### config.mk
export PLATFORM = sky130hd
export DESIGN_NAME = tls_client_hello_sni_parser_unit
export DESIGN_NICKNAME = d
export VERILOG_FILES = /design/src/tlsp_pkg.sv /design/src/tls_client_hello_sni_parser_unit.sv /design/src/tlsp_datapath.sv /design/src/tlsp_ctrl.sv
export SDC_FILE = /design/constraint.sdc
export NUM_CORES = 1
export LEC_CHECK = 0
export BUFFER_PORTS_ARGS = -buffer_cell sky130_fd_sc_hd__buf_2
export CORE_UTILIZATION = 60
export CTS_CLUSTER_DIAMETER = 40
export CTS_CLUSTER_SIZE = 24
export DETAILED_ROUTE_END_ITERATION = 10
export GPL_TIMING_DRIVEN = 0
export PLACE_DENSITY = 0.77
export SYNTH_ARGS = -nofsm -noshare
export SYNTH_HDL_FRONTEND = slang
export SYNTH_SLANG_ARGS = --single-unit
### constraint.sdc
create_clock -name aclk -period 8.74 [get_ports aclk]
set_input_delay 0.874 -clock aclk [delete_from_list [all_inputs] [get_ports aclk]]
set_output_delay 0.874 -clock aclk [all_outputs]
set_load 0.01 [all_outputs]
### src/tlsp_pkg.sv
package tlsp_pkg;

    typedef struct packed {
        logic       new_connection;
        logic [7:0] data_byte;
    } tlsp_in_t;

    typedef struct packed {
        logic [1:0]  status;
        logic [1:0]  name_kind;
        logic [7:0]  name_byte;
        logic        alpn_separator_after;
        logic [15:0] host_length;
        logic [7:0]  version_major;
        logic [7:0]  version_minor;
    } tlsp_out_t;

    typedef enum logic [4:0] {
        PH_HS_HDR, PH_VERSION, PH_RANDOM, PH_SID_LEN, PH_SID, PH_CS_LEN, PH_CS,
        PH_CM_LEN, PH_CM, PH_EXT, PH_EXT_HDR, PH_SNI_LEN, PH_SNI_HEAD, PH_SNI_HOST,
        PH_ALPN_LEN, PH_ALPN_PLEN, PH_ALPN_DATA, PH_SUPVER_LEN
    } tlsp_phase_t;

    localparam logic [1:0] ST_MORE = 2'd0;
    localparam logic [1:0] ST_DONE = 2'd1;
    localparam logic [1:0] ST_DECL = 2'd2;

    localparam logic [1:0] KIND_NONE = 2'd0;
    localparam logic [1:0] KIND_HOST = 2'd1;
    localparam logic [1:0] KIND_ALPN = 2'd2;

    localparam logic [7:0] REC_HANDSHAKE = 8'h16;
    localparam logic [7:0] HS_CLIENT_HELLO = 8'h01;
    localparam logic [7:0] EXT_ALPN = 8'd16;
    localparam logic [7:0] EXT_SUPVER = 8'd43;
    localparam logic [7:0] RANDOM_LEN = 8'd32;

    typedef enum logic [1:0] {
        C_IDLE, C_BYTE, C_TRANS, C_OUT
    } tlsp_cstate_t;

    // controller -> datapath
    typedef struct packed {
        logic load;
        logic do_byte;
        logic do_trans;
    } tlsp_cmd_t;

    // datapath -> controller
    typedef struct packed {
        logic walking;
    } tlsp_stat_t;

endpackage

### src/tls_client_hello_sni_parser_unit.sv
// Channel  | Ports                    | Word
// input    | s_valid/s_ready/s_data   | tlsp_in_t: new_connection, data_byte
// result   | m_valid/m_ready/m_data   | tlsp_out_t: status, name, version
// config   | enable_we/enable_wdata   | enable bit, no handshake
// Steps: each record-header or ignored byte is loaded, given a byte step and offered as a result;
// a handshake byte also takes one field transition for each field transition it triggers.
// Zero-length fields cascade, one transition per cycle.
// One byte in flight; s_ready is high only while no result is pending.
// Reset: synchronous aresetn low clears parse state and disables the block.
// A stalled result holds m_valid and m_data until m_ready.
module tls_client_hello_sni_parser_unit
    import tlsp_pkg::*;
(
    input  logic      aclk,
    input  logic      aresetn,
    input  logic      enable_we,
    input  logic      enable_wdata,
    input  logic      s_valid,
    output logic      s_ready,
    input  tlsp_in_t  s_data,
    output logic      m_valid,
    input  logic      m_ready,
    output tlsp_out_t m_data
);

    logic       enable_reg;
    tlsp_cmd_t  cmd;
    tlsp_stat_t stat;

    // config register; the user must write it only while idle, the block does not enforce it
    always_ff @(posedge aclk) begin
        if (!aresetn) enable_reg <= 1'b0;
        else if (enable_we) enable_reg <= enable_wdata;
    end

    tlsp_ctrl u_ctrl (
        .aclk(aclk), .aresetn(aresetn), .s_valid(s_valid), .s_ready(s_ready),
        .m_valid(m_valid), .m_ready(m_ready), .stat(stat), .cmd(cmd)
    );

    tlsp_datapath u_dp (
        .aclk(aclk), .aresetn(aresetn), .enable(enable_reg), .in_word(s_data),
        .cmd(cmd), .stat(stat), .out_word(m_data)
    );

endmodule

### src/tlsp_datapath.sv
module tlsp_datapath
    import tlsp_pkg::*;
(
    input  logic      aclk,
    input  logic      aresetn,
    input  logic      enable,
    input  tlsp_in_t  in_word,
    input  tlsp_cmd_t cmd,
    output tlsp_stat_t stat,
    output tlsp_out_t out_word
);

    tlsp_phase_t ph_reg, ph_next;
    logic [7:0]  hdr_reg [5];
    logic [7:0]  hdr_next [5];
    logic [2:0]  hcnt_reg, hcnt_next;
    logic        inrec_reg, inrec_next;
    logic [15:0] rec_reg, rec_next;
    logic [23:0] fld_reg, fld_next;
    logic [23:0] hs_reg, hs_next;
    logic [15:0] ext_reg, ext_next;
    logic [7:0]  cap_reg [4];
    logic [7:0]  cap_next [4];
    logic [7:0]  cidx_reg, cidx_next;
    logic [7:0]  vmaj_reg, vmaj_next, vmin_reg, vmin_next;
    logic        hseen_reg, hseen_next, aseen_reg, aseen_next;
    logic [1:0]  st_reg, st_next;
    logic [15:0] hlen_reg, hlen_next;
    logic [1:0]  kind_reg, kind_next;
    logic [7:0]  byte_reg, byte_next;
    logic        sep_reg, sep_next;
    logic        walk_reg, walk_next;

    logic [23:0] sz;
    logic [16:0] need;
    logic [7:0]  b;

    always_comb begin
        ph_next = ph_reg; hcnt_next = hcnt_reg; inrec_next = inrec_reg;
        rec_next = rec_reg; fld_next = fld_reg; hs_next = hs_reg; ext_next = ext_reg;
        cidx_next = cidx_reg; vmaj_next = vmaj_reg; vmin_next = vmin_reg;
        hseen_next = hseen_reg; aseen_next = aseen_reg; st_next = st_reg;
        hlen_next = hlen_reg; kind_next = kind_reg; byte_next = byte_reg;
        sep_next = sep_reg; walk_next = 1'b0;
        for (int i = 0; i < 5; i++) hdr_next[i] = hdr_reg[i];
        for (int i = 0; i < 4; i++) cap_next[i] = cap_reg[i];
        sz = '0; need = '0;
        b = byte_reg;
        if (cmd.load) begin
            b = in_word.data_byte;
            byte_next = in_word.data_byte;
            kind_next = KIND_NONE;
            sep_next = 1'b0;
            if (in_word.new_connection) begin
                ph_next = PH_HS_HDR; hcnt_next = '0; inrec_next = 1'b0; rec_next = '0;
                fld_next = 24'd4; hs_next = 24'd4; ext_next = '0; cidx_next = '0;
                vmaj_next = '0; vmin_next = '0; hseen_next = 1'b0; aseen_next = 1'b0;
                st_next = ST_MORE; hlen_next = '0;
                for (int i = 0; i < 5; i++) hdr_next[i] = '0;
                for (int i = 0; i < 4; i++) cap_next[i] = '0;
            end
            if (!in_word.new_connection && st_reg != ST_MORE) begin
                // finished stream holds
            end else if (!enable) begin
                st_next = ST_DECL;
            end else if (!(inrec_reg && !in_word.new_connection)) begin
                hdr_next[hcnt_next] = b;
                if (hcnt_next != 3'd4) begin
                    hcnt_next = hcnt_next + 3'd1;
                end else begin
                    hcnt_next = '0;
                    if (hdr_next[0][7] && hdr_next[2] == 8'd1 &&
                        (hdr_next[3] == 8'd0 || hdr_next[3] == 8'd3)) begin
                        vmaj_next = hdr_next[3]; vmin_next = hdr_next[4];
                        st_next = ST_DONE;
                    end else if (hdr_next[0] != REC_HANDSHAKE || hdr_next[1] != 8'd3) begin
                        st_next = ST_DECL;
                    end else begin
                        rec_next = {hdr_next[3], hdr_next[4]};
                        inrec_next = rec_next != 16'd0;
                    end
                end
            end else begin
                walk_next = 1'b1;
            end
        end else if (cmd.do_byte) begin
            walk_next = 1'b0;
            rec_next = rec_reg - 16'd1;
            if (rec_next == 16'd0) inrec_next = 1'b0;
            if (fld_reg == 24'd0) begin
                st_next = ST_DECL;
            end else begin
                case (ph_reg)
                    PH_SNI_HOST:  kind_next = KIND_HOST;
                    PH_ALPN_DATA: kind_next = KIND_ALPN;
                    PH_VERSION: begin
                        if (cidx_reg[0]) vmin_next = b; else vmaj_next = b;
                    end
                    PH_HS_HDR, PH_SID_LEN, PH_CS_LEN, PH_CM_LEN, PH_EXT_HDR,
                    PH_SNI_LEN, PH_SNI_HEAD, PH_ALPN_LEN, PH_ALPN_PLEN,
                    PH_SUPVER_LEN: begin
                        if (cidx_reg < 8'd4) cap_next[cidx_reg[1:0]] = b;
                    end
                    default: ;
                endcase
                cidx_next = cidx_reg + 8'd1;
                fld_next = fld_reg - 24'd1;
                hs_next = hs_reg - 24'd1;
                if (ph_reg == PH_ALPN_DATA && fld_next == 24'd0 && ext_reg != 16'd0)
                    sep_next = 1'b1;
                walk_next = fld_next == 24'd0;
            end
        end else if (cmd.do_trans) begin
            // one field transition per cycle
            walk_next = 1'b0;
            sz = fld_reg;
            case (ph_reg)
                PH_HS_HDR: begin
                    if (cap_reg[0] != HS_CLIENT_HELLO) st_next = ST_DECL;
                    ph_next = PH_VERSION; sz = 24'd2;
                    hs_next = {cap_reg[1], cap_reg[2], cap_reg[3]};
                end
                PH_VERSION: begin ph_next = PH_RANDOM; sz = {16'd0, RANDOM_LEN}; end
                PH_RANDOM:  begin ph_next = PH_SID_LEN; sz = 24'd1; end
                PH_SID_LEN: begin ph_next = PH_SID; sz = {16'd0, cap_reg[0]}; end
                PH_SID:     begin ph_next = PH_CS_LEN; sz = 24'd2; end
                PH_CS_LEN:  begin ph_next = PH_CS; sz = {8'd0, cap_reg[0], cap_reg[1]}; end
                PH_CS:      begin ph_next = PH_CM_LEN; sz = 24'd1; end
                PH_CM_LEN:  begin ph_next = PH_CM; sz = {16'd0, cap_reg[0]}; end
                PH_CM, PH_EXT: begin
                    if (hs_reg == 24'd0) st_next = ST_DONE;
                    ph_next = (ph_reg == PH_CM) ? PH_EXT : PH_EXT_HDR;
                    sz = (ph_reg == PH_CM) ? 24'd2 : 24'd4;
                end
                PH_EXT_HDR: begin
                    if (cap_reg[0] == 8'd0 && cap_reg[1] == 8'd0 && !hseen_reg) begin
                        ph_next = PH_SNI_LEN; sz = 24'd2;
                    end else if (cap_reg[0] == 8'd0 && cap_reg[1] == EXT_ALPN &&
                                 !aseen_reg) begin
                        ph_next = PH_ALPN_LEN; sz = 24'd2;
                    end else if (cap_reg[0] == 8'd0 && cap_reg[1] == EXT_SUPVER) begin
                        ph_next = PH_SUPVER_LEN; sz = 24'd1;
                    end else begin
                        ph_next = PH_EXT; sz = {8'd0, cap_reg[2], cap_reg[3]};
                    end
                end
                PH_SNI_LEN: begin
                    ext_next = {cap_reg[0], cap_reg[1]};
                    ph_next = PH_SNI_HEAD; sz = 24'd3;
                end
                PH_SNI_HEAD: begin
                    sz = {8'd0, cap_reg[1], cap_reg[2]};
                    need = 17'd3 + {1'b0, cap_reg[1], cap_reg[2]};
                    if (cap_reg[0] != 8'd0 || {1'b0, ext_reg} < need) st_next = ST_DECL;
                    ext_next = ext_reg - need[15:0];
                    hseen_next = 1'b1;
                    ph_next = PH_SNI_HOST;
                end
                PH_SNI_HOST: begin
                    hlen_next = {cap_reg[1], cap_reg[2]};
                    ph_next = PH_EXT; sz = {8'd0, ext_reg};
                end
                PH_ALPN_LEN: begin
                    ext_next = {cap_reg[0], cap_reg[1]};
                    aseen_next = 1'b1;
                    ph_next = PH_ALPN_PLEN; sz = 24'd1;
                end
                PH_ALPN_PLEN: begin
                    sz = {16'd0, cap_reg[0]};
                    need = 17'd1 + {9'd0, cap_reg[0]};
                    if (cap_reg[0] == 8'd0 || {1'b0, ext_reg} < need) st_next = ST_DECL;
                    ext_next = ext_reg - need[15:0];
                    ph_next = PH_ALPN_DATA;
                end
                PH_ALPN_DATA: begin
                    if (ext_reg != 16'd0) begin
                        ph_next = PH_ALPN_PLEN; sz = 24'd1;
                    end else begin
                        ph_next = PH_EXT; sz = 24'd0;
                    end
                end
                PH_SUPVER_LEN: begin
                    vmaj_next = 8'd3; vmin_next = 8'd4;
                    ph_next = PH_EXT; sz = {16'd0, cap_reg[0]};
                end
                default: st_next = ST_DECL;
            endcase
            if (st_next == ST_MORE) begin
                fld_next = sz;
                cidx_next = '0;
                if (hs_next < sz) st_next = ST_DECL;
                walk_next = sz == 24'd0 && st_next == ST_MORE;
            end else begin
                // terminal transition leaves the walker as it was
                ph_next = ph_reg; hs_next = hs_reg; ext_next = ext_reg;
                hseen_next = hseen_reg; aseen_next = aseen_reg;
            end
        end
    end

    always_ff @(posedge aclk) begin
        if (!aresetn) begin
            ph_reg <= PH_HS_HDR; hcnt_reg <= '0; inrec_reg <= 1'b0; rec_reg <= '0;
            fld_reg <= 24'd4; hs_reg <= 24'd4; ext_reg <= '0; cidx_reg <= '0;
            vmaj_reg <= '0; vmin_reg <= '0; hseen_reg <= 1'b0; aseen_reg <= 1'b0;
            st_reg <= ST_MORE; hlen_reg <= '0; walk_reg <= 1'b0;
            kind_reg <= KIND_NONE; sep_reg <= 1'b0; byte_reg <= '0;
            for (int i = 0; i < 5; i++) hdr_reg[i] <= '0;
            for (int i = 0; i < 4; i++) cap_reg[i] <= '0;
        end else begin
            ph_reg <= ph_next; hcnt_reg <= hcnt_next; inrec_reg <= inrec_next;
            rec_reg <= rec_next; fld_reg <= fld_next; hs_reg <= hs_next;
            ext_reg <= ext_next; cidx_reg <= cidx_next; vmaj_reg <= vmaj_next;
            vmin_reg <= vmin_next; hseen_reg <= hseen_next; aseen_reg <= aseen_next;
            st_reg <= st_next; hlen_reg <= hlen_next; walk_reg <= walk_next;
            kind_reg <= kind_next; sep_reg <= sep_next; byte_reg <= byte_next;
            for (int i = 0; i < 5; i++) hdr_reg[i] <= hdr_next[i];
            for (int i = 0; i < 4; i++) cap_reg[i] <= cap_next[i];
        end
    end

    assign stat.walking = walk_reg;

    always_comb begin
        out_word.status = st_reg;
        out_word.name_kind = kind_reg;
        out_word.name_byte = (kind_reg != KIND_NONE) ? byte_reg : 8'd0;
        out_word.alpn_separator_after = sep_reg;
        out_word.host_length = hlen_reg;
        out_word.version_major = vmaj_reg;
        out_word.version_minor = vmin_reg;
    end

endmodule

### src/tlsp_ctrl.sv
module tlsp_ctrl
    import tlsp_pkg::*;
(
    input  logic       aclk,
    input  logic       aresetn,
    input  logic       s_valid,
    output logic       s_ready,
    output logic       m_valid,
    input  logic       m_ready,
    input  tlsp_stat_t stat,
    output tlsp_cmd_t  cmd
);

    tlsp_cstate_t state_reg, state_next;

    always_comb begin
        state_next = state_reg;
        case (state_reg)
            C_IDLE:  if (s_valid) state_next = C_BYTE;
            C_BYTE:  state_next = stat.walking ? C_TRANS : C_OUT;
            C_TRANS: state_next = stat.walking ? C_TRANS : C_OUT;
            C_OUT:   if (m_ready) state_next = C_IDLE;
            default: state_next = C_IDLE;
        endcase
    end

    always_comb begin
        cmd = '0;
        s_ready = 1'b0;
        m_valid = 1'b0;
        case (state_reg)
            C_IDLE:  begin s_ready = 1'b1; cmd.load = s_valid; end
            C_BYTE:  cmd.do_byte = stat.walking;
            C_TRANS: cmd.do_trans = stat.walking;
            C_OUT:   m_valid = 1'b1;
            default: ;
        endcase
    end

    always_ff @(posedge aclk) begin
        if (!aresetn) state_reg <= C_IDLE;
        else state_reg <= state_next;
    end

    a_one_side: assert property (@(posedge aclk) disable iff (!aresetn)
        !(s_ready && m_valid)) else $error("ready and valid both high");
    a_load_next: assert property (@(posedge aclk) disable iff (!aresetn)
        cmd.load |=> state_reg == C_BYTE) else $error("load not followed by byte step");
    a_out_hold: assert property (@(posedge aclk) disable iff (!aresetn)
        (m_valid && !m_ready) |=> m_valid) else $error("result dropped");

endmodule

After elaboration in Yosys (flattened, before gate mapping)
Memory sizes are Yosys's and may differ from the RTL's.
Index checks and enable logic that the tools add are counted.
- RAM bits: 72
- output and inout port bits: 47
- bits of input ports: 15
- memories: 2
- flip-flop bits (word level): 148
- memory list (memory ; words ; width ; rd ports ; clocked after memory_dff ; write ports ; line ; source):
    u_dp.hdr_reg ; 5 ; 8 ; 5 ; 0 ; 5 ; tlsp_datapath.sv:14 ; logic [7:0] hdr_reg [5];
    u_dp.cap_reg ; 4 ; 8 ; 4 ; 0 ; 4 ; tlsp_datapath.sv:22 ; logic [7:0] cap_reg [4];
- muxes and demuxes: 186
- order comparisons: 8
- bitwise logic cells: 13
- eq/ne operators: 37
- reduce and logical (&&, ||, !) cells: 74
- $add $sub $neg: 9
- operators with widths (kind ; count):
    24-bit two-way mux ; 20
    8-bit two-way mux ; 44
    16-bit two-way mux ; 19
    24-bit one-hot mux with 11 select lines ; 1
    40-bit two-way mux ; 6
    32-bit two-way mux ; 6
    24-bit logical NOT ; 4
    5-bit one-hot mux with 16 select lines ; 1
    2-bit two-way mux ; 27
    16-bit one-hot mux with 3 select lines ; 1
    24-bit by 1-bit subtractor with 24-bit output (second input constant) ; 2
    40-bit bitwise mux ; 1
    5-bit by 4-bit == test with 1-bit output (second input constant) ; 8
    5-bit two-way mux ; 8
    1-bit two-way mux ; 38
    16-bit by 17-bit less-than comparator with 1-bit output ; 2
    32-bit bitwise mux ; 1
    16-bit nonzero test ; 2
    16-bit subtractor ; 2
    5-bit AND reduction ; 6
    8-bit demux with 3-bit select ; 1
    8-bit logical NOT ; 3
    24-bit less-than comparator ; 1
    3-bit two-way mux ; 8
    54 further kinds ; 115

Logic depth before layout (Yosys ltp)
An unclocked memory read counts as a cell.
- depth after elaboration: 22
- mapped depth: 19
- depth with buffers taken out: 16

Cells and area by module
Synthesis repeated with hierarchy kept, for this count alone.
- cells, all modules: 2035
- area total of the unflattened synthesis: 15418.5 um2
- modules (own cells, without submodules) (module ; cells an instance ; times used ; area each (um2) ; seq. area each (um2)):
    tlsp_datapath ; 2011 ; 1 ; 15197.1 ; 4344.2
    tlsp_ctrl ; 21 ; 1 ; 185.2 ; 40.0
    tls_client_hello_sni_parser_unit ; 3 ; 1 ; 36.3 ; 20.0

Worst setup path after synthesis
OpenSTA, ideal clock, no wires.
- path kind: reg2reg
- start: register u_dp.ph_reg[3]
- end: register u_dp.st_reg[1]
- path slack: 4683 ps
- data arrival time: 3966 ps
- cell stages (with the launch flop): 17
- data required time: 8649 ps
- cell sequence: dfxtp_1 -> clkbuf_1 -> or3b_2 -> nor2_1 -> o21a_1 -> clkbuf_1 -> a221o_1 -> nand2_1 -> ha_1 -> a21o_1 -> a21oi_1 -> o22ai_1 -> a2111oi_0 -> o21ai_1 -> a311o_1 -> a221o_1 -> a311oi_1
- longest elaborated chain between the ends: 16
- ends and longest elaborated chain (what ; line ; source):
    start, declared ; tlsp_datapath.sv:13 ; tlsp_phase_t ph_reg, ph_next;
    start signal, assigned ; tlsp_datapath.sv:211 ; ph_reg <= ph_next; hcnt_reg <= hcnt_next; inrec_reg <= inrec_next;
    5-bit by 2-bit == test with 1-bit output (tied with other cells) ; tlsp_datapath.sv:117 ; case (ph_reg)
    4-bit OR reduction (no source line) (tied with other cells) ; -- ;
    24-bit one-hot mux with 11 select lines ; tlsp_datapath.sv:117 ;
    24-bit two-way mux ; tlsp_datapath.sv:113 ; end else if (cmd.do_trans) begin
    24-bit two-way mux ; tlsp_datapath.sv:86 ; end else if (cmd.do_byte) begin
    24-bit two-way mux ; tlsp_datapath.sv:49 ; if (cmd.load) begin
    24-bit less-than comparator ; tlsp_datapath.sv:191 ; if (hs_next < sz) st_next = ST_DECL;
    2-bit two-way mux ; tlsp_datapath.sv:191 ;
    2-bit two-way mux ; tlsp_datapath.sv:188 ; if (st_next == ST_MORE) begin
    2-bit two-way mux ; tlsp_datapath.sv:113 ;
    2-bit two-way mux ; tlsp_datapath.sv:86 ;
    2-bit two-way mux ; tlsp_datapath.sv:49 ;
    2-bit two-way mux * ; tlsp_datapath.sv:188 ;
    2-bit two-way mux * ; tlsp_datapath.sv:113 ;
    2-bit two-way mux * ; tlsp_datapath.sv:86 ;
    2-bit two-way mux * ; tlsp_datapath.sv:49 ;
    end signal, assigned ; tlsp_datapath.sv:215 ; st_reg <= st_next; hlen_reg <= hlen_next; walk_reg <= walk_next;
    end, declared ; tlsp_datapath.sv:27 ; logic [1:0] st_reg, st_next;
Every way passes the cells marked *; elsewhere a longest branch is shown, timed or not. The select of a mux whose other input is x is not followed.
A chain may end at the register's enable or synchronous reset.

==> results.json <==
{
  "async_flop_share_pct": 0,
  "crit_path_max_incr_delay_ns": 0.89,
  "design_area_um2": 17700,
  "ys.flop_type": "dfxtp_1",
  "ctsResizeCount": 0,
  "cts.sinks": 220,
  "synth_top_area_share_pct": 28.3,
  "grt_max_degree": 15,
  "ys_seq_area_share_pct": 28.3,
  "grt_overflow_total": 0,
  "dp_slack_ns": 3.17,
  "critPathArrivalTime_ns": 6.44,
  "powerDensity_nw_per_um2": 194,
  "power.internal_mw": 2.26,
  "peakVddDrop_mv": 0.191,
  "cp_slowest_cell": "nor3_1",
  "syn_avg_cell_area_um2": 7.25,
  "vias": 18800,
  "worst-setup-path-type": "reg -> reg",
  "dieHeight_um": 163,
  "sw_frac_of_total_pct": 34.4,
  "fillers": 2136,
  "dpl_cell_area_um2": 16300,
  "reg2regPathDepth": 16,
  "synth_top_area_cell": "dfxtp_1",
  "dp.cells": 2533,
  "largest_reg_flops": 40,
  "wl_per_cell_um": 26.5,
  "cts_tree": "yes",
  "cts_setup_buffers": 0,
  "required_ns": 9.22,
  "r2r-start": "u_dp.cap_reg[2][0]",
  "worstHoldStart": "u_dp.hlen_reg[11]",
  "route.detailed.drc": 0,
  "cp_max_fo": 8,
  "layout.cells.non_filler": 2611,
  "drt-pass1-iter-count": 10,
  "cap_violations": 0,
  "slew_headroom_pct": 18.3,
  "gp_congestion": 1.08,
  "status": "completed",
  "hold_viol_final": 0,
  "syn_inst": 2147,
  "grt_pass1_wl_um": 102000,
  "cts_root_buf": "clkbuf_16",
  "worst_setup_path_start_kind": "flip-flop",
  "cp-endpoint": "u_dp.hs_reg[21]",
  "rows": 58,
  "synth_edf_count": 0,
  "p_clk_share_pct": 48.8,
  "cts_htree_levels": 2,
  "p_leak_nw": 6.63,
  "power_frac_comb_pct": 19.8,
  "tightestPinTransition_ns": 1.22,
  "cts_buffers": 41,
  "final_cell_mix": "nand2_1 (348), dfxtp_1 (220), nor2_1 (190), a21oi_1 (185), clkbuf_1 (154)",
  "synthToLayoutAreaGrowth_pct": 13.7,
  "ant_nets": 0,
  "switching_power_mw": 1.19,
  "track_usage_pct": 51.1,
  "fin_nets": 2343,
  "drt_iter0_drc": 3070,
  "die-area_um2": 26600,
  "synth_warnings": 0,
  "finClkSkew_ns": 0.0371,
  "clock_latency_ns": 0.56,
  "finalCritPeriodShare_pct": 68.3,
  "syn_nets": 2244,
  "rsz0062_at_grt": "false",
  "timing.rr.end": "u_dp.hs_reg[21]",
  "period_needed_ns": 5.97,
  "antenna_found_initial": 6,
  "crit_top_cell": "o21ai_0",
  "max-clock-path-buffers": 3,
  "final_max_slew_viol_count": 0,
  "initial_core_util_pct": 61.5,
  "worst_hold_path_type": "reg -> reg",
  "setup_viol": 0,
  "grt_pass1_vias": 17200,
  "syn-cell-area_um2": 15600,
  "power_mw": 3.44,
  "avgViaCountPerCell": 7.20,
  "core_area_um2": 25300,
  "fmax_ghz": 0.168,
  "crit_path_end_kind": "flip-flop",
  "synth.area.top_cells": "dfxtp_1 (28%), nand2_1 (8.4%), ha_1 (6.5%)",
  "cts.clk_slew.worst_paths_ns": 0.06,
  "fin_setup_tns_ns": 0,
  "drive_above_1_share_pct": 8.86,
  "hold_ws_ns": 0.452,
  "crit_path_cell_trace": "clkbuf_1 > inv_1 > ha_1 > nor4b_1 > and2_1 > xnor2_1 > ha_1 > a211oi_1 > and3_1 > o21ai_0 > o2111ai_1 > and2_4 > buf_6 > nor3_1 > o21ai_0 > o21ai_0",
  "postRouteWirelength_um": 69300,
  "crit_start": "u_dp.cap_reg[2][0]",
  "setup_slack_ns": 2.77,
  "p_seq_share_pct": 31.4,
  "ys_seq_elements": 220,
  "r2r_setup_slack_ns": 2.77,
  "postCtsHoldBufs": 0,
  "ys_types": 90,
  "io_pins": 62,
  "postLayoutCoreUtil_pct": 69.9,
  "mostFrequentLayoutCell": "nand2_1",
  "hpwl_um": 49400,
  "io_buffers": 56,
  "die_w_um": 163
}
==> per-layer routing <==
layer  global-route usage (%)  vias up  wire [um]  part of all wire (%)
met5                        0        -         34                 0.049
met3                     17.2      499      10300                    15
met4                     37.5        6       6210                   9.0
met1                     61.4     8608      24500                    35
li1                         -     8007          -                     -
met2                     75.6     1673      28300                    41
==> critical path: cells and delay by family (launching register included) <==
kind | cells | cell delay (ns)
adder cells (fa/ha/maj) | 2 | 0.60
AO/OA/AOI/OAI | 5 | 1.42
buffers and inverters | 3 | 1.10
flip-flops | 1 | 0.31
XOR/XNOR | 1 | 0.19
AND/OR/NAND/NOR | 5 | 2.26
==> power by group through the flow <==
stage	clock, mW	combinational, mW	sequential (mW)
after global routing	1.71	0.714	1.08
after floorplan	0	0.429	1.08
after global placement	0	0.617	1.10
after CTS	1.66	0.642	1.08
final	1.68	0.683	1.08
after detailed placement	0	0.634	1.10
==> Yosys cell counts, drive strengths merged (47+ instances only) <==
cell / count
nor3: 69
clkbuf: 153
inv: 47
nand2: 348
nor2: 190
ha: 81
a22oi: 53
a21oi: 186
dfxtp: 220
o21ai: 109
nand3: 119
==> final cells by class <==
type,count,area (um^2),share of cell area (%)
Sequential cell,220,4400,24.9
Clock inverter,33,380,2.15
Inverter,47,176,0.997
Antenna cell,2,5.00,0.0283
Multi-Input combinational cell,1701,10200,57.9
Clock buffer,43,1050,5.96
Tap cell,330,413,2.33
Buffer,179,738,4.17
Timing Repair Buffer,56,280,1.58
==> logic make-up after synthesis <==
logic type	share of synthesized area (%)
AND/OR/NAND/NOR	28.0
buffers and inverters	5.88
AO/OA/AOI/OAI	25.3
multiplexers	2.77
flip-flops	28.3
XOR/XNOR	3.15
adder cells (fa/ha/maj)	6.64
==> worst min path at each step <==
stage / end / slack [ns] / depth (start not counted)
global route: u_dp.hlen_reg[12] / 0.48 / 2
finish: u_dp.hlen_reg[11] / 0.45 / 2
detailed placement: u_dp.hlen_reg[14] / 0.45 / 2
CTS: u_dp.hlen_reg[14] / 0.45 / 2
floorplan: u_dp.cidx_reg[7] / 0.43 / 1
global placement: u_dp.hlen_reg[10] / 0.44 / 2
No activity file was read; power rests on OpenSTA's default activity.
